File: src/hw/rtl/pidc_pkg.sv
`default_nettype none
package pidc_pkg;

   localparam int VALUE_BITS = 32;
   localparam int FRAC_BITS = 16;
   localparam int INTEG_BITS = 48;
   localparam int GAIN_BITS = 31;
   localparam int EVAL_BITS = 16;
   localparam int CSR_INDEX_BITS = 3;

   // Shared multiply / divide unit sizes.
   localparam int MD_A_BITS = 64;
   localparam int MD_B_BITS = 48;
   localparam int MD_R_BITS = 96;
   localparam int MUL_STEPS = 32;
   localparam int DIV_STEPS = 64;
   localparam int MD_CNT_BITS = 6;

   localparam logic [63:0] MAG_CLAMP = 64'h4000_0000_0000_0000;
   localparam logic [VALUE_BITS-1:0] SETPOINT_RESET = 32'd1441792;
   localparam logic [GAIN_BITS-1:0] GAIN_ONE = 31'd65536;

   typedef enum logic [1:0] {
      KIND_TICK  = 2'd0,
      KIND_START = 2'd1,
      KIND_STOP  = 2'd2,
      KIND_LOAD  = 2'd3
   } kind_type;

   typedef enum logic [CSR_INDEX_BITS-1:0] {
      CSR_KP     = 3'd0,
      CSR_TI     = 3'd1,
      CSR_TD     = 3'd2,
      CSR_OUT_HI = 3'd3,
      CSR_OUT_LO = 3'd4,
      CSR_EVALS  = 3'd5
   } csr_index_type;

   typedef enum logic {
      MD_MUL = 1'b0,
      MD_DIV = 1'b1
   } md_op_type;

   typedef struct packed {
      logic      start;
      md_op_type op;
   } md_cmd_type;

   typedef struct packed {
      logic busy;
      logic done;
   } md_sts_type;

   typedef enum logic [3:0] {
      ST_IDLE,
      ST_PREP,
      ST_INTEG_MUL,
      ST_INTEG_ADD,
      ST_ITERM_DIV,
      ST_DERIV_MUL,
      ST_DERIV_DIV,
      ST_SUM,
      ST_DRIVE_MUL,
      ST_OUT,
      ST_START_MUL,
      ST_START_DIV
   } state_type;

endpackage
`default_nettype wire

File: src/hw/rtl/pidc_req_if.sv
`default_nettype none
interface pidc_req_if import pidc_pkg::*; ();
   logic                  valid;
   logic                  ready;
   logic [1:0]            kind;
   logic [31:0]           time_now;
   logic [VALUE_BITS-1:0] measured;
   logic [VALUE_BITS-1:0] drive_now;
   logic [VALUE_BITS-1:0] target;

   modport source (output valid, kind, time_now, measured, drive_now, target, input ready);
   modport sink (input valid, kind, time_now, measured, drive_now, target, output ready);
endinterface
`default_nettype wire

File: src/hw/rtl/pidc_rsp_if.sv
`default_nettype none
interface pidc_rsp_if import pidc_pkg::*; ();
   logic                  valid;
   logic                  ready;
   logic [VALUE_BITS-1:0] drive;
   logic [VALUE_BITS-1:0] error_value;
   logic                  integrated;

   modport source (output valid, drive, error_value, integrated, input ready);
   modport sink (input valid, drive, error_value, integrated, output ready);
endinterface
`default_nettype wire

File: src/hw/rtl/pidc_muldiv.sv
`default_nettype none
module pidc_muldiv import pidc_pkg::*; (
   input  wire logic                 clock,
   input  wire logic                 reset,
   input  wire md_cmd_type           cmd,
   input  wire logic [MD_A_BITS-1:0] opa,
   input  wire logic [MD_B_BITS-1:0] opb,
   output md_sts_type                sts,
   output logic [MD_R_BITS-1:0]      result
);

   logic                   busy_ff, busy_in;
   logic                   done_ff, done_in;
   md_op_type              op_ff, op_in;
   logic [MD_CNT_BITS-1:0] cnt_ff, cnt_in;
   logic [MD_R_BITS-1:0]   acc_ff, acc_in;
   logic [MUL_STEPS-1:0]   mplr_ff, mplr_in;
   logic [MD_A_BITS-1:0]   mcand_ff, mcand_in;
   logic [MD_B_BITS-1:0]   dvsr_ff, dvsr_in;
   logic [MD_B_BITS-1:0]   rem_ff, rem_in;

   logic [MD_B_BITS:0]     rem_try;
   logic [MD_B_BITS:0]     rem_diff;
   logic                   fits;
   logic [MD_R_BITS-1:0]   addend;

   // Multiply goes MSB first over the multiplier; divide is restoring, with the
   // quotient shifting into the low word of the accumulator.
   always_comb begin
      busy_in  = busy_ff;
      done_in  = 1'b0;
      op_in    = op_ff;
      cnt_in   = cnt_ff;
      acc_in   = acc_ff;
      mplr_in  = mplr_ff;
      mcand_in = mcand_ff;
      dvsr_in  = dvsr_ff;
      rem_in   = rem_ff;

      rem_try  = {rem_ff, acc_ff[MD_A_BITS-1]};
      rem_diff = rem_try - {1'b0, dvsr_ff};
      fits     = rem_try >= {1'b0, dvsr_ff};
      addend   = mplr_ff[MUL_STEPS-1] ? {{(MD_R_BITS-MD_A_BITS){1'b0}}, mcand_ff} : '0;

      if (cmd.start) begin
         busy_in  = 1'b1;
         op_in    = cmd.op;
         mcand_in = opa;
         mplr_in  = opb[MUL_STEPS-1:0];
         dvsr_in  = opb;
         rem_in   = '0;
         if (cmd.op == MD_MUL) begin
            acc_in = '0;
            cnt_in = MD_CNT_BITS'(MUL_STEPS - 1);
         end else begin
            acc_in = {{(MD_R_BITS-MD_A_BITS){1'b0}}, opa};
            cnt_in = MD_CNT_BITS'(DIV_STEPS - 1);
         end
      end else if (busy_ff) begin
         if (op_ff == MD_MUL) begin
            acc_in  = {acc_ff[MD_R_BITS-2:0], 1'b0} + addend;
            mplr_in = {mplr_ff[MUL_STEPS-2:0], 1'b0};
         end else begin
            rem_in = fits ? rem_diff[MD_B_BITS-1:0] : rem_try[MD_B_BITS-1:0];
            acc_in = {{(MD_R_BITS-MD_A_BITS){1'b0}}, acc_ff[MD_A_BITS-2:0], fits};
         end
         cnt_in = cnt_ff - 1'b1;
         if (cnt_ff == '0) begin
            busy_in = 1'b0;
            done_in = 1'b1;
         end
      end
   end

   always_ff @(posedge clock) begin
      if (reset) begin
         busy_ff <= 1'b0;
         done_ff <= 1'b0;
      end else begin
         busy_ff <= busy_in;
         done_ff <= done_in;
      end
   end

   always_ff @(posedge clock) begin
      op_ff    <= op_in;
      cnt_ff   <= cnt_in;
      acc_ff   <= acc_in;
      mplr_ff  <= mplr_in;
      mcand_ff <= mcand_in;
      dvsr_ff  <= dvsr_in;
      rem_ff   <= rem_in;
   end

   assign sts.busy = busy_ff;
   assign sts.done = done_ff;
   assign result   = acc_ff;

endmodule
`default_nettype wire

File: src/hw/rtl/pid_controller_trapezoid_antiwindup.sv
// A loop evaluation holds the input until it is done; it uses up to two 32-step multiplies,
// two 64-step divides and one more multiply, all in the one shared multiply / divide unit.
// The derivative multiply and divide are skipped when the time step is zero, and the
// integral multiply as well when integration is held.
// A start (or a setpoint load while stopped) runs a multiply and a divide; a stop, or a load while running, does not.
// Throughput is one item at a time; a finished result waits in an output register.
// Reset is synchronous, active high, and restores the configuration, control and loop-state registers.
`default_nettype none
module pid_controller_trapezoid_antiwindup import pidc_pkg::*; (
   input  wire logic                      clock,
   input  wire logic                      reset,
   pidc_req_if.sink                       req,
   pidc_rsp_if.source                     rsp,
   input  wire logic                      csr_we,
   input  wire logic [CSR_INDEX_BITS-1:0] csr_index,
   input  wire logic [VALUE_BITS-1:0]     csr_wdata
);

   state_type                     state_ff, state_in;
   logic                          op_started_ff, op_started_in;

   logic [GAIN_BITS-1:0]          kp_ff, kp_in, ti_ff, ti_in, td_ff, td_in;
   logic signed [VALUE_BITS-1:0]  out_hi_ff, out_hi_in, out_lo_ff, out_lo_in;
   logic [EVAL_BITS-1:0]          evals_ff, evals_in;

   logic                          enabled_ff, enabled_in;
   logic [VALUE_BITS-1:0]         setpoint_ff, setpoint_in;
   logic [INTEG_BITS-1:0]         integral_ff, integral_in;
   logic [31:0]                   prev_time_ff, prev_time_in;
   logic [VALUE_BITS-1:0]         prev_error_ff, prev_error_in;
   logic [VALUE_BITS-1:0]         prev_meas_ff, prev_meas_in;
   logic signed [VALUE_BITS-1:0]  prev_drive_ff, prev_drive_in;
   logic [EVAL_BITS-1:0]          countdown_ff, countdown_in;

   kind_type                      kind_ff, kind_in;
   logic [31:0]                   time_ff, time_in;
   logic [VALUE_BITS-1:0]         meas_ff, meas_in, drvn_ff, drvn_in, target_ff, target_in;

   logic [31:0]                   dt_ff, dt_in;
   logic [VALUE_BITS-1:0]         err_ff, err_in;
   logic                          integ_ff, integ_in;
   logic                          sum_neg_ff, sum_neg_in;
   logic [VALUE_BITS:0]           sum_mag_ff, sum_mag_in;
   logic                          dm_neg_ff, dm_neg_in;
   logic [VALUE_BITS:0]           dm_mag_ff, dm_mag_in;
   logic [63:0]                   iterm_ff, iterm_in, dterm_ff, dterm_in;
   logic                          s_neg_ff, s_neg_in;
   logic [62:0]                   s_mag_ff, s_mag_in;
   logic [VALUE_BITS-1:0]         new_drive_ff, new_drive_in;

   logic                          rsp_valid_ff, rsp_valid_in;
   logic [VALUE_BITS-1:0]         rsp_drive_ff, rsp_drive_in, rsp_err_ff, rsp_err_in;
   logic                          rsp_integ_ff, rsp_integ_in;

   md_cmd_type                    md_cmd;
   md_sts_type                    md_sts;
   logic [MD_A_BITS-1:0]          md_opa;
   logic [MD_B_BITS-1:0]          md_opb;
   logic [MD_R_BITS-1:0]          md_result;

   logic [GAIN_BITS-1:0]          kp_nz, ti_nz;
   logic [EVAL_BITS-1:0]          evals_m1;
   logic [VALUE_BITS:0]           diff33, sum33, dm33;
   logic [VALUE_BITS-1:0]         err_c;
   logic [63:0]                   prod_p, half_p, step_c, total_c, s_c;
   logic [INTEG_BITS-1:0]         imag_c;
   logic [VALUE_BITS-1:0]         dmag_c;
   logic [78:0]                   drive_q;
   logic [63:0]                   quo;

   function automatic logic [63:0] clamp_signed(input logic neg, input logic [63:0] m);
      logic [63:0] c;
      c = (m > MAG_CLAMP) ? MAG_CLAMP : m;
      return neg ? (~c + 64'd1) : c;
   endfunction

   pidc_muldiv u_muldiv (
      .clock  (clock),
      .reset  (reset),
      .cmd    (md_cmd),
      .opa    (md_opa),
      .opb    (md_opb),
      .sts    (md_sts),
      .result (md_result)
   );

   assign kp_nz    = (kp_ff == '0) ? GAIN_BITS'(1) : kp_ff;
   assign ti_nz    = (ti_ff == '0) ? GAIN_BITS'(1) : ti_ff;
   assign evals_m1 = (evals_ff == '0) ? '0 : evals_ff - 1'b1;
   assign quo      = md_result[63:0];

   // Evaluation front end: saturated error, error sum and measurement step.
   always_comb begin
      diff33 = {setpoint_ff[VALUE_BITS-1], setpoint_ff} - {meas_ff[VALUE_BITS-1], meas_ff};
      if (diff33[VALUE_BITS] != diff33[VALUE_BITS-1]) begin
         err_c = diff33[VALUE_BITS] ? {1'b1, {(VALUE_BITS-1){1'b0}}}
                                    : {1'b0, {(VALUE_BITS-1){1'b1}}};
      end else begin
         err_c = diff33[VALUE_BITS-1:0];
      end
      sum33 = {prev_error_ff[VALUE_BITS-1], prev_error_ff} + {err_c[VALUE_BITS-1], err_c};
      dm33  = {meas_ff[VALUE_BITS-1], meas_ff} - {prev_meas_ff[VALUE_BITS-1], prev_meas_ff};
   end

   // Trapezoid step: floor of half the product, then a 48-bit saturating add.
   always_comb begin
      prod_p  = md_result[63:0];
      half_p  = {1'b0, prod_p[63:1]} + {63'd0, sum_neg_ff & prod_p[0]};
      step_c  = clamp_signed(sum_neg_ff, half_p);
      total_c = {{(64-INTEG_BITS){integral_ff[INTEG_BITS-1]}}, integral_ff} + step_c;
      imag_c  = integral_ff[INTEG_BITS-1] ? (~integral_ff + 1'b1) : integral_ff;
      dmag_c  = drvn_ff[VALUE_BITS-1] ? (~drvn_ff + 1'b1) : drvn_ff;
      s_c     = {{(64-VALUE_BITS){err_ff[VALUE_BITS-1]}}, err_ff} + iterm_ff - dterm_ff;
      drive_q = md_result[94:FRAC_BITS];
   end

   always_comb begin
      state_in      = state_ff;
      op_started_in = op_started_ff;
      kp_in         = kp_ff;
      ti_in         = ti_ff;
      td_in         = td_ff;
      out_hi_in     = out_hi_ff;
      out_lo_in     = out_lo_ff;
      evals_in      = evals_ff;
      enabled_in    = enabled_ff;
      setpoint_in   = setpoint_ff;
      integral_in   = integral_ff;
      prev_time_in  = prev_time_ff;
      prev_error_in = prev_error_ff;
      prev_meas_in  = prev_meas_ff;
      prev_drive_in = prev_drive_ff;
      countdown_in  = countdown_ff;
      kind_in       = kind_ff;
      time_in       = time_ff;
      meas_in       = meas_ff;
      drvn_in       = drvn_ff;
      target_in     = target_ff;
      dt_in         = dt_ff;
      err_in        = err_ff;
      integ_in      = integ_ff;
      sum_neg_in    = sum_neg_ff;
      sum_mag_in    = sum_mag_ff;
      dm_neg_in     = dm_neg_ff;
      dm_mag_in     = dm_mag_ff;
      iterm_in      = iterm_ff;
      dterm_in      = dterm_ff;
      s_neg_in      = s_neg_ff;
      s_mag_in      = s_mag_ff;
      new_drive_in  = new_drive_ff;
      rsp_valid_in  = rsp_valid_ff;
      rsp_drive_in  = rsp_drive_ff;
      rsp_err_in    = rsp_err_ff;
      rsp_integ_in  = rsp_integ_ff;
      md_cmd.start  = 1'b0;
      md_cmd.op     = MD_MUL;
      md_opa        = '0;
      md_opb        = '0;

      if (rsp_valid_ff && rsp.ready) begin
         rsp_valid_in = 1'b0;
      end

      if (csr_we) begin
         case (csr_index_type'(csr_index))
            CSR_KP:     kp_in = csr_wdata[GAIN_BITS-1:0];
            CSR_TI:     ti_in = csr_wdata[GAIN_BITS-1:0];
            CSR_TD:     td_in = csr_wdata[GAIN_BITS-1:0];
            CSR_OUT_HI: out_hi_in = csr_wdata;
            CSR_OUT_LO: out_lo_in = csr_wdata;
            CSR_EVALS:  evals_in = csr_wdata[EVAL_BITS-1:0];
            default: ;
         endcase
      end

      // Operation states issue once, then wait for the unit to finish.
      if (state_ff inside {ST_INTEG_MUL, ST_ITERM_DIV, ST_DERIV_MUL, ST_DERIV_DIV,
                           ST_DRIVE_MUL, ST_START_MUL, ST_START_DIV}) begin
         md_cmd.start = !op_started_ff;
         if (!op_started_ff) begin
            op_started_in = 1'b1;
         end else if (md_sts.done) begin
            op_started_in = 1'b0;
         end
      end

      case (state_ff)
         ST_IDLE: begin
            if (req.valid) begin
               kind_in   = kind_type'(req.kind);
               time_in   = req.time_now;
               meas_in   = req.measured;
               drvn_in   = req.drive_now;
               target_in = req.target;
               case (kind_type'(req.kind))
                  KIND_TICK: begin
                     if (enabled_ff) begin
                        if (countdown_ff != '0) begin
                           countdown_in = countdown_ff - 1'b1;
                        end else begin
                           countdown_in = evals_m1;
                           state_in     = ST_PREP;
                        end
                     end
                  end
                  KIND_START: state_in = ST_START_MUL;
                  KIND_STOP:  enabled_in = 1'b0;
                  KIND_LOAD: begin
                     if (enabled_ff) begin
                        setpoint_in = req.target;
                     end else begin
                        state_in = ST_START_MUL;
                     end
                  end
                  default: ;
               endcase
            end
         end
         ST_PREP: begin
            dt_in      = time_ff - prev_time_ff;
            err_in     = err_c;
            integ_in   = (prev_drive_ff < out_hi_ff) && (prev_drive_ff > out_lo_ff);
            sum_neg_in = sum33[VALUE_BITS];
            sum_mag_in = sum33[VALUE_BITS] ? (~sum33 + 1'b1) : sum33;
            dm_neg_in  = dm33[VALUE_BITS];
            dm_mag_in  = dm33[VALUE_BITS] ? (~dm33 + 1'b1) : dm33;
            state_in   = ((prev_drive_ff < out_hi_ff) && (prev_drive_ff > out_lo_ff))
                         ? ST_INTEG_MUL : ST_ITERM_DIV;
         end
         ST_INTEG_MUL: begin
            md_cmd.op = MD_MUL;
            md_opa    = {{(MD_A_BITS-VALUE_BITS-1){1'b0}}, sum_mag_ff};
            md_opb    = {{(MD_B_BITS-32){1'b0}}, dt_ff};
            if (op_started_ff && md_sts.done) begin
               state_in = ST_INTEG_ADD;
            end
         end
         ST_INTEG_ADD: begin
            if (total_c[63:INTEG_BITS-1] == '0 || total_c[63:INTEG_BITS-1] == '1) begin
               integral_in = total_c[INTEG_BITS-1:0];
            end else begin
               integral_in = total_c[63] ? {1'b1, {(INTEG_BITS-1){1'b0}}}
                                         : {1'b0, {(INTEG_BITS-1){1'b1}}};
            end
            state_in = ST_ITERM_DIV;
         end
         ST_ITERM_DIV: begin
            md_cmd.op = MD_DIV;
            md_opa    = {imag_c, {FRAC_BITS{1'b0}}};
            md_opb    = {{(MD_B_BITS-GAIN_BITS){1'b0}}, ti_nz};
            if (op_started_ff && md_sts.done) begin
               iterm_in = clamp_signed(integral_ff[INTEG_BITS-1], quo);
               if (dt_ff != '0) begin
                  state_in = ST_DERIV_MUL;
               end else begin
                  dterm_in = '0;
                  state_in = ST_SUM;
               end
            end
         end
         ST_DERIV_MUL: begin
            md_cmd.op = MD_MUL;
            md_opa    = {{(MD_A_BITS-VALUE_BITS-1){1'b0}}, dm_mag_ff};
            md_opb    = {{(MD_B_BITS-GAIN_BITS){1'b0}}, td_ff};
            if (op_started_ff && md_sts.done) begin
               state_in = ST_DERIV_DIV;
            end
         end
         ST_DERIV_DIV: begin
            md_cmd.op = MD_DIV;
            md_opa    = md_result[MD_A_BITS-1:0];
            md_opb    = {dt_ff, {FRAC_BITS{1'b0}}};
            if (op_started_ff && md_sts.done) begin
               dterm_in = clamp_signed(dm_neg_ff, quo);
               state_in = ST_SUM;
            end
         end
         ST_SUM: begin
            s_neg_in = s_c[63];
            s_mag_in = s_c[63] ? (~s_c[62:0] + 1'b1) : s_c[62:0];
            state_in = ST_DRIVE_MUL;
         end
         ST_DRIVE_MUL: begin
            md_cmd.op = MD_MUL;
            md_opa    = {1'b0, s_mag_ff};
            md_opb    = {{(MD_B_BITS-GAIN_BITS){1'b0}}, kp_nz};
            if (op_started_ff && md_sts.done) begin
               // Anything at or beyond 2^31 saturates for either sign.
               if (drive_q[78:VALUE_BITS-1] != '0) begin
                  new_drive_in = s_neg_ff ? {1'b1, {(VALUE_BITS-1){1'b0}}}
                                          : {1'b0, {(VALUE_BITS-1){1'b1}}};
               end else begin
                  new_drive_in = s_neg_ff ? (~drive_q[VALUE_BITS-1:0] + 1'b1)
                                          : drive_q[VALUE_BITS-1:0];
               end
               state_in = ST_OUT;
            end
         end
         ST_OUT: begin
            if (!rsp_valid_ff || rsp.ready) begin
               rsp_valid_in  = 1'b1;
               rsp_drive_in  = new_drive_ff;
               rsp_err_in    = err_ff;
               rsp_integ_in  = integ_ff;
               prev_time_in  = time_ff;
               prev_meas_in  = meas_ff;
               prev_drive_in = new_drive_ff;
               prev_error_in = err_ff;
               state_in      = ST_IDLE;
            end
         end
         ST_START_MUL: begin
            md_cmd.op = MD_MUL;
            md_opa    = {{(MD_A_BITS-VALUE_BITS){1'b0}}, dmag_c};
            md_opb    = {{(MD_B_BITS-GAIN_BITS){1'b0}}, ti_nz};
            if (op_started_ff && md_sts.done) begin
               state_in = ST_START_DIV;
            end
         end
         ST_START_DIV: begin
            md_cmd.op = MD_DIV;
            md_opa    = md_result[MD_A_BITS-1:0];
            md_opb    = {{(MD_B_BITS-GAIN_BITS){1'b0}}, kp_nz};
            if (op_started_ff && md_sts.done) begin
               // Bumpless preload, saturated to the integral width.
               if (drvn_ff[VALUE_BITS-1]) begin
                  integral_in = (quo > {{(64-INTEG_BITS){1'b0}}, 1'b1, {(INTEG_BITS-1){1'b0}}})
                                ? {1'b1, {(INTEG_BITS-1){1'b0}}}
                                : (~quo[INTEG_BITS-1:0] + 1'b1);
               end else begin
                  integral_in = (quo[63:INTEG_BITS-1] != '0)
                                ? {1'b0, {(INTEG_BITS-1){1'b1}}} : quo[INTEG_BITS-1:0];
               end
               setpoint_in   = (kind_ff == KIND_LOAD) ? target_ff : meas_ff;
               prev_time_in  = time_ff;
               prev_error_in = '0;
               prev_drive_in = drvn_ff;
               prev_meas_in  = meas_ff;
               enabled_in    = 1'b1;
               countdown_in  = evals_m1;
               state_in      = ST_IDLE;
            end
         end
         default: state_in = ST_IDLE;
      endcase
   end

   always_ff @(posedge clock) begin
      if (reset) begin
         state_ff      <= ST_IDLE;
         op_started_ff <= 1'b0;
         kp_ff         <= GAIN_ONE;
         ti_ff         <= GAIN_ONE;
         td_ff         <= '0;
         out_hi_ff     <= {1'b0, {(VALUE_BITS-1){1'b1}}};
         out_lo_ff     <= {1'b1, {(VALUE_BITS-1){1'b0}}};
         evals_ff      <= EVAL_BITS'(1);
         enabled_ff    <= 1'b0;
         setpoint_ff   <= SETPOINT_RESET;
         integral_ff   <= '0;
         prev_time_ff  <= '0;
         prev_error_ff <= '0;
         prev_meas_ff  <= '0;
         prev_drive_ff <= '0;
         countdown_ff  <= '0;
         rsp_valid_ff  <= 1'b0;
      end else begin
         state_ff      <= state_in;
         op_started_ff <= op_started_in;
         kp_ff         <= kp_in;
         ti_ff         <= ti_in;
         td_ff         <= td_in;
         out_hi_ff     <= out_hi_in;
         out_lo_ff     <= out_lo_in;
         evals_ff      <= evals_in;
         enabled_ff    <= enabled_in;
         setpoint_ff   <= setpoint_in;
         integral_ff   <= integral_in;
         prev_time_ff  <= prev_time_in;
         prev_error_ff <= prev_error_in;
         prev_meas_ff  <= prev_meas_in;
         prev_drive_ff <= prev_drive_in;
         countdown_ff  <= countdown_in;
         rsp_valid_ff  <= rsp_valid_in;
      end
   end

   always_ff @(posedge clock) begin
      kind_ff      <= kind_in;
      time_ff      <= time_in;
      meas_ff      <= meas_in;
      drvn_ff      <= drvn_in;
      target_ff    <= target_in;
      dt_ff        <= dt_in;
      err_ff       <= err_in;
      integ_ff     <= integ_in;
      sum_neg_ff   <= sum_neg_in;
      sum_mag_ff   <= sum_mag_in;
      dm_neg_ff    <= dm_neg_in;
      dm_mag_ff    <= dm_mag_in;
      iterm_ff     <= iterm_in;
      dterm_ff     <= dterm_in;
      s_neg_ff     <= s_neg_in;
      s_mag_ff     <= s_mag_in;
      new_drive_ff <= new_drive_in;
      rsp_drive_ff <= rsp_drive_in;
      rsp_err_ff   <= rsp_err_in;
      rsp_integ_ff <= rsp_integ_in;
   end

   assign req.ready       = (state_ff == ST_IDLE);
   assign rsp.valid       = rsp_valid_ff;
   assign rsp.drive       = rsp_drive_ff;
   assign rsp.error_value = rsp_err_ff;
   assign rsp.integrated  = rsp_integ_ff;

   a_done_when_issued: assert property (@(posedge clock) disable iff (reset)
      md_sts.done |-> op_started_ff)
      else $error("arithmetic unit finished without an issued operation");

   a_idle_unit_free: assert property (@(posedge clock) disable iff (reset)
      req.ready |-> !md_sts.busy)
      else $error("item accepted while the arithmetic unit is busy");

   a_result_from_out: assert property (@(posedge clock) disable iff (reset)
      $rose(rsp_valid_ff) |-> $past(state_ff == ST_OUT))
      else $error("result raised outside the output step");

endmodule
`default_nettype wire
File: src/flat_wrapper.sv
// flat-port wrapper written by rule: the top's interface ports become plain ports
module pid_controller_trapezoid_antiwindup_flat import pidc_pkg::*;
  (clock, reset, csr_we, csr_index, csr_wdata, req_valid, req_kind, req_time_now, req_measured, req_drive_now, req_target, req_ready, rsp_valid, rsp_drive, rsp_error_value, rsp_integrated, rsp_ready);
  pidc_req_if req_i ();
  pidc_rsp_if rsp_i ();
  input  wire logic clock;
  input  wire logic reset;
  input  wire logic csr_we;
  input  wire logic [CSR_INDEX_BITS-1:0] csr_index;
  input  wire logic [VALUE_BITS-1:0] csr_wdata;
  input wire logic [$bits(req_i.valid)-1:0] req_valid;
  input wire logic [$bits(req_i.kind)-1:0] req_kind;
  input wire logic [$bits(req_i.time_now)-1:0] req_time_now;
  input wire logic [$bits(req_i.measured)-1:0] req_measured;
  input wire logic [$bits(req_i.drive_now)-1:0] req_drive_now;
  input wire logic [$bits(req_i.target)-1:0] req_target;
  output wire logic [$bits(req_i.ready)-1:0] req_ready;
  output wire logic [$bits(rsp_i.valid)-1:0] rsp_valid;
  output wire logic [$bits(rsp_i.drive)-1:0] rsp_drive;
  output wire logic [$bits(rsp_i.error_value)-1:0] rsp_error_value;
  output wire logic [$bits(rsp_i.integrated)-1:0] rsp_integrated;
  input wire logic [$bits(rsp_i.ready)-1:0] rsp_ready;
  assign req_i.valid = req_valid;
  assign req_i.kind = req_kind;
  assign req_i.time_now = req_time_now;
  assign req_i.measured = req_measured;
  assign req_i.drive_now = req_drive_now;
  assign req_i.target = req_target;
  assign req_ready = req_i.ready;
  assign rsp_valid = rsp_i.valid;
  assign rsp_drive = rsp_i.drive;
  assign rsp_error_value = rsp_i.error_value;
  assign rsp_integrated = rsp_i.integrated;
  assign rsp_i.ready = rsp_ready;
  pid_controller_trapezoid_antiwindup u_core (.clock(clock), .reset(reset), .req(req_i), .rsp(rsp_i), .csr_we(csr_we), .csr_index(csr_index), .csr_wdata(csr_wdata));
endmodule
File: config.mk
export PLATFORM = sky130hd
export DESIGN_NAME = pid_controller_trapezoid_antiwindup_flat
export DESIGN_NICKNAME = d
export VERILOG_FILES = /design/src/hw/rtl/pidc_pkg.sv /design/src/hw/rtl/pidc_req_if.sv /design/src/hw/rtl/pidc_rsp_if.sv /design/src/hw/rtl/pidc_muldiv.sv /design/src/hw/rtl/pid_controller_trapezoid_antiwindup.sv /design/src/flat_wrapper.sv
export SDC_FILE = /design/constraint.sdc
export NUM_CORES = 2
export LEC_CHECK = 0
export ABC_AREA = 1
export BUFFER_PORTS_ARGS = -buffer_cell sky130_fd_sc_hd__buf_2
export CORE_MARGIN = 2
export CORE_UTILIZATION = 31
export CTS_BUF_LIST = sky130_fd_sc_hd__clkbuf_16
export DETAILED_ROUTE_END_ITERATION = 8
export SETUP_SLACK_MARGIN = 0.05
export SYNTH_ARGS = -nofsm -noshare
export SYNTH_HDL_FRONTEND = slang
export SYNTH_SLANG_ARGS = --single-unit
File: constraint.sdc
create_clock -name clock -period 6.4 [get_ports clock]
set_clock_uncertainty 0.2 [all_clocks]
set_input_delay 0.32 -clock clock [delete_from_list [all_inputs] [get_ports clock]]
set_output_delay 0.32 -clock clock [all_outputs]
set_load 0.01 [all_outputs]
# Word-level counts from Yosys, hierarchy flattened

Cells that the tools add are included.

Add/subtract/negate cells: 22
Multiply operators: 0
Div/mod/pow operators: 0
Shift operators: 0
Reductions and logical operators: 49
Equal/unequal tests: 41
Magnitude comparators: 6
Bitwise gates (word level): 11
Mux-type cells: 98

Operator list:

| kind                                                             | number |
|---|---|
| 2-to-1 mux 32 bit                                                | 24 |
| 2-to-1 mux 64 bit                                                | 10 |
| 2-to-1 mux 48 bit                                                | 8 |
| one-hot mux 64 bit (6 select lines)                              | 1 |
| one-hot mux 32 bit (2 select lines)                              | 5 |
| 2-to-1 mux 95 bit                                                | 3 |
| one-hot mux 48 bit (5 select lines)                              | 1 |
| adder 64 x 1 -> 64 bit (second input constant)                   | 2 |
| adder 64 bit                                                     | 2 |
| greater-than comparator 64 x 63 -> 1 bit (second input constant) | 2 |
| inverter 64 bit                                                  | 2 |
| one-hot mux 64 bit (2 select lines)                              | 1 |
| adder 48 x 1 -> 48 bit (second input constant)                   | 2 |
| 2-to-1 mux 16 bit                                                | 6 |
| inverter 48 bit                                                  | 2 |
| one-hot mux 48 bit (2 select lines)                              | 1 |
| adder 95 x 64 -> 95 bit                                          | 1 |
| adder 33 x 1 -> 33 bit (second input constant)                   | 2 |
| inverter 33 bit                                                  | 2 |
| subtractor 32 x 32 -> 33 bit                                     | 2 |
| adder 32 x 1 -> 32 bit (second input constant)                   | 2 |
| adder 63 x 1 -> 64 bit                                           | 1 |
| greater-than comparator 64 x 48 -> 1 bit (second input constant) | 1 |
| inverter 32 bit                                                  | 2 |
| other kinds (63)                                                 | 142 |

Flip-flop bits (word level): 1252
RAM bits: 0
Logic and storage cells: 275
Bits in read-only memories: 0
Latch bits: 0
Memories: 0

# Depth between registers and ports, before layout

Depth in word-level cells: 12
Gate-level depth with buffers: 62

# Hierarchy

From an unflattened synthesis, not the netlist that was laid out.

Cells, all modules: 12941
Area total of the unflattened synthesis: 92070.8 µm²

Modules (own cells, without submodules):

| module                              | cells each | area an instance (µm²) | instances |
|---|---|---|---|
| pid_controller_trapezoid_antiwindup | 9387       | 68674.6                | 1 |
| pidc_muldiv                         | 3554       | 23396.2                | 1 |

# Least setup slack after synthesis

Ideal clock, no wire load.

Path type: reg-to-reg
Start: reg u_core.state_ff[3]
End: reg u_core.drvn_ff[0], enable pin
Arrival time: 6449 ps
Setup slack: -871 ps
Buffers on the path: 0
Stages on the path, launching flop included: 6
Data required time: 5579 ps
Cells stage by stage: dfxtp_1 > nor2_1 > inv_1 > nor2_1 > inv_1 > nor2_1

Cells in the longest elaborated chain, start to end: 2

Ends and longest elaborated chain:

| what                                 | RTL line                                   | RTL |
|---|---|---|
| start: declaration                   | pid_controller_trapezoid_antiwindup.sv:19  | `state_type state_ff, state_in;` |
| start signal: assignment             | pid_controller_trapezoid_antiwindup.sv:368 | `state_ff <= state_in;` |
| logical NOT 4 bit                    | --                                         |  |
| net req_ready                        | flat_wrapper.sv:17                         | `output wire logic [$bits(req_i.ready)-1:0] req_ready;` |
| AND reduction 2 bit (no source line) | --                                         |  |
| end signal: assignment               | pid_controller_trapezoid_antiwindup.sv:392 | `drvn_ff <= drvn_in;` |
| end: declaration                     | pid_controller_trapezoid_antiwindup.sv:37  | `logic [VALUE_BITS-1:0] meas_ff, meas_in, drvn_ff, drvn_in, target_ff, target_in;` |

The timed path passes the listed nets, and every way through them passes these cells.
A chain may end at the register's enable or synchronous reset.

# Worst setup path in the final report

Start: reg u_core.sum_neg_ff
End: reg u_core.integral_ff[26]

Cells in the longest elaborated chain, start to end: 12
Elaborated cells on any way between the ends: 14
Those cells by class: add/sub: 3; order compare: 1; eq/ne: 1; mux: 5; bitwise: 2; reduce/logical: 2

Ends and longest elaborated chain:

| what                                                        | RTL line                                   | RTL |
|---|---|---|
| start: declaration                                          | pid_controller_trapezoid_antiwindup.sv:42  | `logic sum_neg_ff, sum_neg_in;` |
| start signal: assignment                                    | pid_controller_trapezoid_antiwindup.sv:397 | `sum_neg_ff <= sum_neg_in;` |
| bitwise AND 1 bit                                           | pid_controller_trapezoid_antiwindup.sv:108 | `half_p = {1'b0, prod_p[63:1]} + {63'd0, sum_neg_ff & prod_p[0]};` |
| adder 63 x 1 -> 64 bit                                      | pid_controller_trapezoid_antiwindup.sv:108 |  |
| greater-than comparator 64 x 63 -> 1 bit                    | pid_controller_trapezoid_antiwindup.sv:73  | `c = (m > MAG_CLAMP) ? MAG_CLAMP : m;` |
| 2-to-1 mux 64 bit                                           | pid_controller_trapezoid_antiwindup.sv:73  |  |
| inverter 64 bit                                             | pid_controller_trapezoid_antiwindup.sv:74  | `return neg ? (~c + 64'd1) : c;` |
| adder 64 x 1 -> 64 bit                                      | pid_controller_trapezoid_antiwindup.sv:74  |  |
| 2-to-1 mux 64 bit (*)                                       | pid_controller_trapezoid_antiwindup.sv:74  |  |
| adder 64 bit (*)                                            | pid_controller_trapezoid_antiwindup.sv:110 | `total_c = {{(64-INTEG_BITS){integral_ff[INTEG_BITS-1]}}, integral_ff} + step_c;` |
| == test 17 bit / logical NOT 17 bit (equally long branches) | pid_controller_trapezoid_antiwindup.sv:239 | `if (total_c[63:INTEG_BITS-1] == '0 \|\| total_c[63:INTEG_BITS-1] == '1) begin` |
| logical OR 1 bit                                            | pid_controller_trapezoid_antiwindup.sv:239 |  |
| 2-to-1 mux 48 bit (*)                                       | pid_controller_trapezoid_antiwindup.sv:239 |  |
| one-hot mux 48 bit (2 select lines) (*)                     | pid_controller_trapezoid_antiwindup.sv:187 | `case (state_ff)` |
| end signal: assignment                                      | pid_controller_trapezoid_antiwindup.sv:378 | `integral_ff <= integral_in;` |
| end: declaration                                            | pid_controller_trapezoid_antiwindup.sv:28  | `logic [INTEG_BITS-1:0] integral_ff, integral_in;` |

Mark *: on every way between the ends. The rest lies on a longest branch, timed or not.

==> impl_metrics.ini <==
[status]
status = finished, violations left
violations = setup timing

[finish]
fillerInstances = 29071
layout.cells.non_filler = 17075
layout.nets = 13909
seq_area_um2 = 33100
drive_gt1_share_pct = 17.9
final_cell_mix = nand2_1 (2,166), inv_1 (1,558), nor2_1 (1,217)
area_growth_pct = 28.3
final_common_cell = nand2_1
multi_input_area_um2 = 50100

[synthesis]
synthCells = 11692
yosysWarningCount = 0
synth_flop_cell = edfxtp_1
synth_edf_count = 798
syn_area_um2 = 87800
avgSynthCellArea_um2 = 7.51
yosys-top-cells-area = edfxtp_1 (27%), dfxtp_1 (10%), nand2_1 (9.7%)
ys_seq_area_share_pct = 37.6
yosys_register_bits = 1252
synthArstFlopShare_pct = 0
yosysUniqueCellTypes = 65
yosys.area.top_type = edfxtp_1
synth_top_area_share_pct = 27.3
syn-num-nets = 12393

[route]
drtIter0Drc = 9538
top_layer_used = met5
route.antenna.remaining_nets = 0
vias_per_cell = 5.25
post_drt_wl_per_cell_um = 22.8
wl_um = 389000
m1WireLength_um = 168000
vias = 89717
first_pass_iters = 7
drc_errors = 0
met2_length_um = 167000
wl_met3_um = 31900

[setup_path]
cp_top_family = simple AND/OR/NAND/NOR gates
critical_path_buf_inv_count = 12
crit_top_cell = nand2_1
cp.required_ns = 6.87
worstPathMaxFanout = 8
startpoint_type = register
path_class = register to register
critical-path-max-stage-delay_ns = 0.40
critPathCaptureType = register
slowest_stage = edfxtp_1
cp.arrival_ns = 7.61

[placed_design]
io_buffers = 236
dpl.cell_count = 16376
dp_hpwl_um = 305000
place_congestion = 1.05

[clock_tree]
cts.clk_slew.worst_paths_ns = 0.06
numCtsBuffers = 156
cts_root_buffer = clkbuf_16
insertion_delay_ns = 0.86
clk_path_buf_depth = 4
h-tree-depth = 4
cts_tree = built
clock-sinks = 1252

[floorplan]
core.rowCount = 195
design.core.area_um2 = 282000
dieArea_um2 = 288000
pin_count = 237
dieHeight_um = 536
start_util_pct = 31.1
die_w_um = 536

[timing]
slew_headroom_pct = 15.6
rsz0062_at_grt = true
layout_setup_ws_ns = -0.746
min_period_ns = 7.15
max_freq_ghz = 0.140
finalHoldViolCount = 0
setup_viol = 81
min_period_over_period_pct = 112
maxSlewViolCount = 0
setup-tns-final_ns = -41.71
worst_slew_pin_slew_ns = 1.25
hold_ws_ns = 0.0273

[global_routing]
antenna_found_initial = 20
overflow = 0
grt_start_max_net_pins = 157
first_global_vias = 83452
grt_pass1_wl_um = 556000
grt.total_usage_pct = 25.9

[job]
cap_violations = 0

[worst_hold_path]
hold_class = input pin to register

[power]
p_leak_uw = 0.0488
ir_worst_vdd_mv = 0.492
power.density_nw_per_um2 = 586
## final timing paths
check / from / to / slack [ns] / depth (start not counted)
setup reg to reg: u_core.sum_neg_ff / u_core.integral_ff[26] / -0.75 / 52
hold / removal: req_measured[9] / u_core.meas_ff[9] / 0.03 / 2
hold reg to reg: u_core.integ_ff / u_core.rsp.integrated / 0.22 / 0
setup / recovery: u_core.sum_neg_ff / u_core.integral_ff[26] / -0.75 / 52
## metal layers
metal / global-route usage (%) / vias up
met5: 0 / -
met4: 12.2 / 10
met3: 4.08 / 801
met2: 39.4 / 3968
met1: 35.7 / 42450
li1: - / 42488
## layout make-up
| type | instances | area share [%] |
|---|---|---|
| inverters | 1610 | 5.41 |
| repair buffers | 1763 | 12.2 |
| well taps | 3743 | 4.16 |
| diodes | 11 | 0.0244 |
| clock inverters | 111 | 0.810 |
| multi-input cells | 8425 | 44.5 |
| clock buffers | 160 | 3.55 |
| flip-flops and latches | 1252 | 29.3 |
## timing repair
action / 4_1_cts / 5_1_grt
pin swaps: 138 / 190
endpoints found under the setup margin: 81 / 82
hold buffers: 245 / 0
endpoints found under the hold margin: 352 / 0
gates resized for setup: 347 / 360
cloned: 4 / 2
buffers inserted: 132 / 54
## logic make-up (layout without fill, tap and decap cells)
kind of cell               count (synthesis)  in the layout  synth area share, %
adders and majority gates                531            531                 8.16
and+or+nand+nor                         4512           4512                 21.2
AOI/OAI and AO/OA                       2753           2753                 17.8
buffers and inverters                   2015           3644                 8.81
xor gates and xnor gates                 629            629                 6.30
DFF                                     1252           1252                 37.6
other                                      0             11                    0
## where the power goes
| part | total (uW) | internal (uW) | switching (uW) |
|---|---|---|---|
| combinational | 43900 | 17000 | 26900 |
| clock | 8760 | 5090 | 3670 |
| sequential | 13300 | 11900 | 1390 |
| total | 66000 | 34000 | 32000 |
## worst reg2reg max path, delay by kind of cell, from the launching register on
kind | cells | cell delay, ns
xor+xnor | 2 | 0.35
simple gates | 29 | 2.92
fa+ha+maj | 3 | 0.63
flops | 1 | 0.40
compound gates | 6 | 0.99
buf+inv | 12 | 1.54
## through the flow
step | total power, uW | cell area [um2] | worst slack (ns) | util, %
floorplan | 33900 | 88300 | -0.220 | -
global placement | 50400 | 101000 | -1.07 | 35.8
detailed placement | 50400 | 101000 | -1.13 | 35.8
CTS | 62200 | 111000 | -0.591 | 39.3
global route | 69600 | 113000 | -1.06 | 39.9
finish | 66000 | 113000 | -0.746 | 39.9
## state kept, by name (all words and copies together), names as in the netlist, 33 cells and up
name	cells
u_core.u_muldiv.mcand_ff	64
u_core.sum_mag_ff	33
u_core.dm_mag_ff	33
u_core.u_muldiv.rem_ff	48
u_core.u_muldiv.dvsr_ff	48
u_core.u_muldiv.result	95
u_core.dterm_ff	64
u_core.iterm_ff	64
u_core.integral_ff	48
u_core.s_mag_ff	63
## Yosys cell counts, drive strengths merged (2+ instances only)
cell and count:
clkbuf 325, a31o 4, o41ai 10, a211oi 19, ha 461, or2 30
o221ai 93, nor4b 2, nand3b 23, a21boi 18, nand4 141, nor4 84
o211ai 102, and3 4, clkinv 14, a21oi 1006, a22o 10, fa 70
xnor2 170, xor2 459, a22oi 52, o21bai 30, o21ai 1002, or3b 2
buf 80, o2111ai 21, nor3b 3, a31oi 167, edfxtp 798, o221a 2
o21a 42, and2 7, inv 1596, nand2 2290, nand3 392, o22ai 42
a221oi 49, dfxtp 454, a41oi 2, nor2 1332, o31ai 25, a21o 43
nor3 202, o311ai 9
Note: power is estimated with default switching activity, not from simulation.
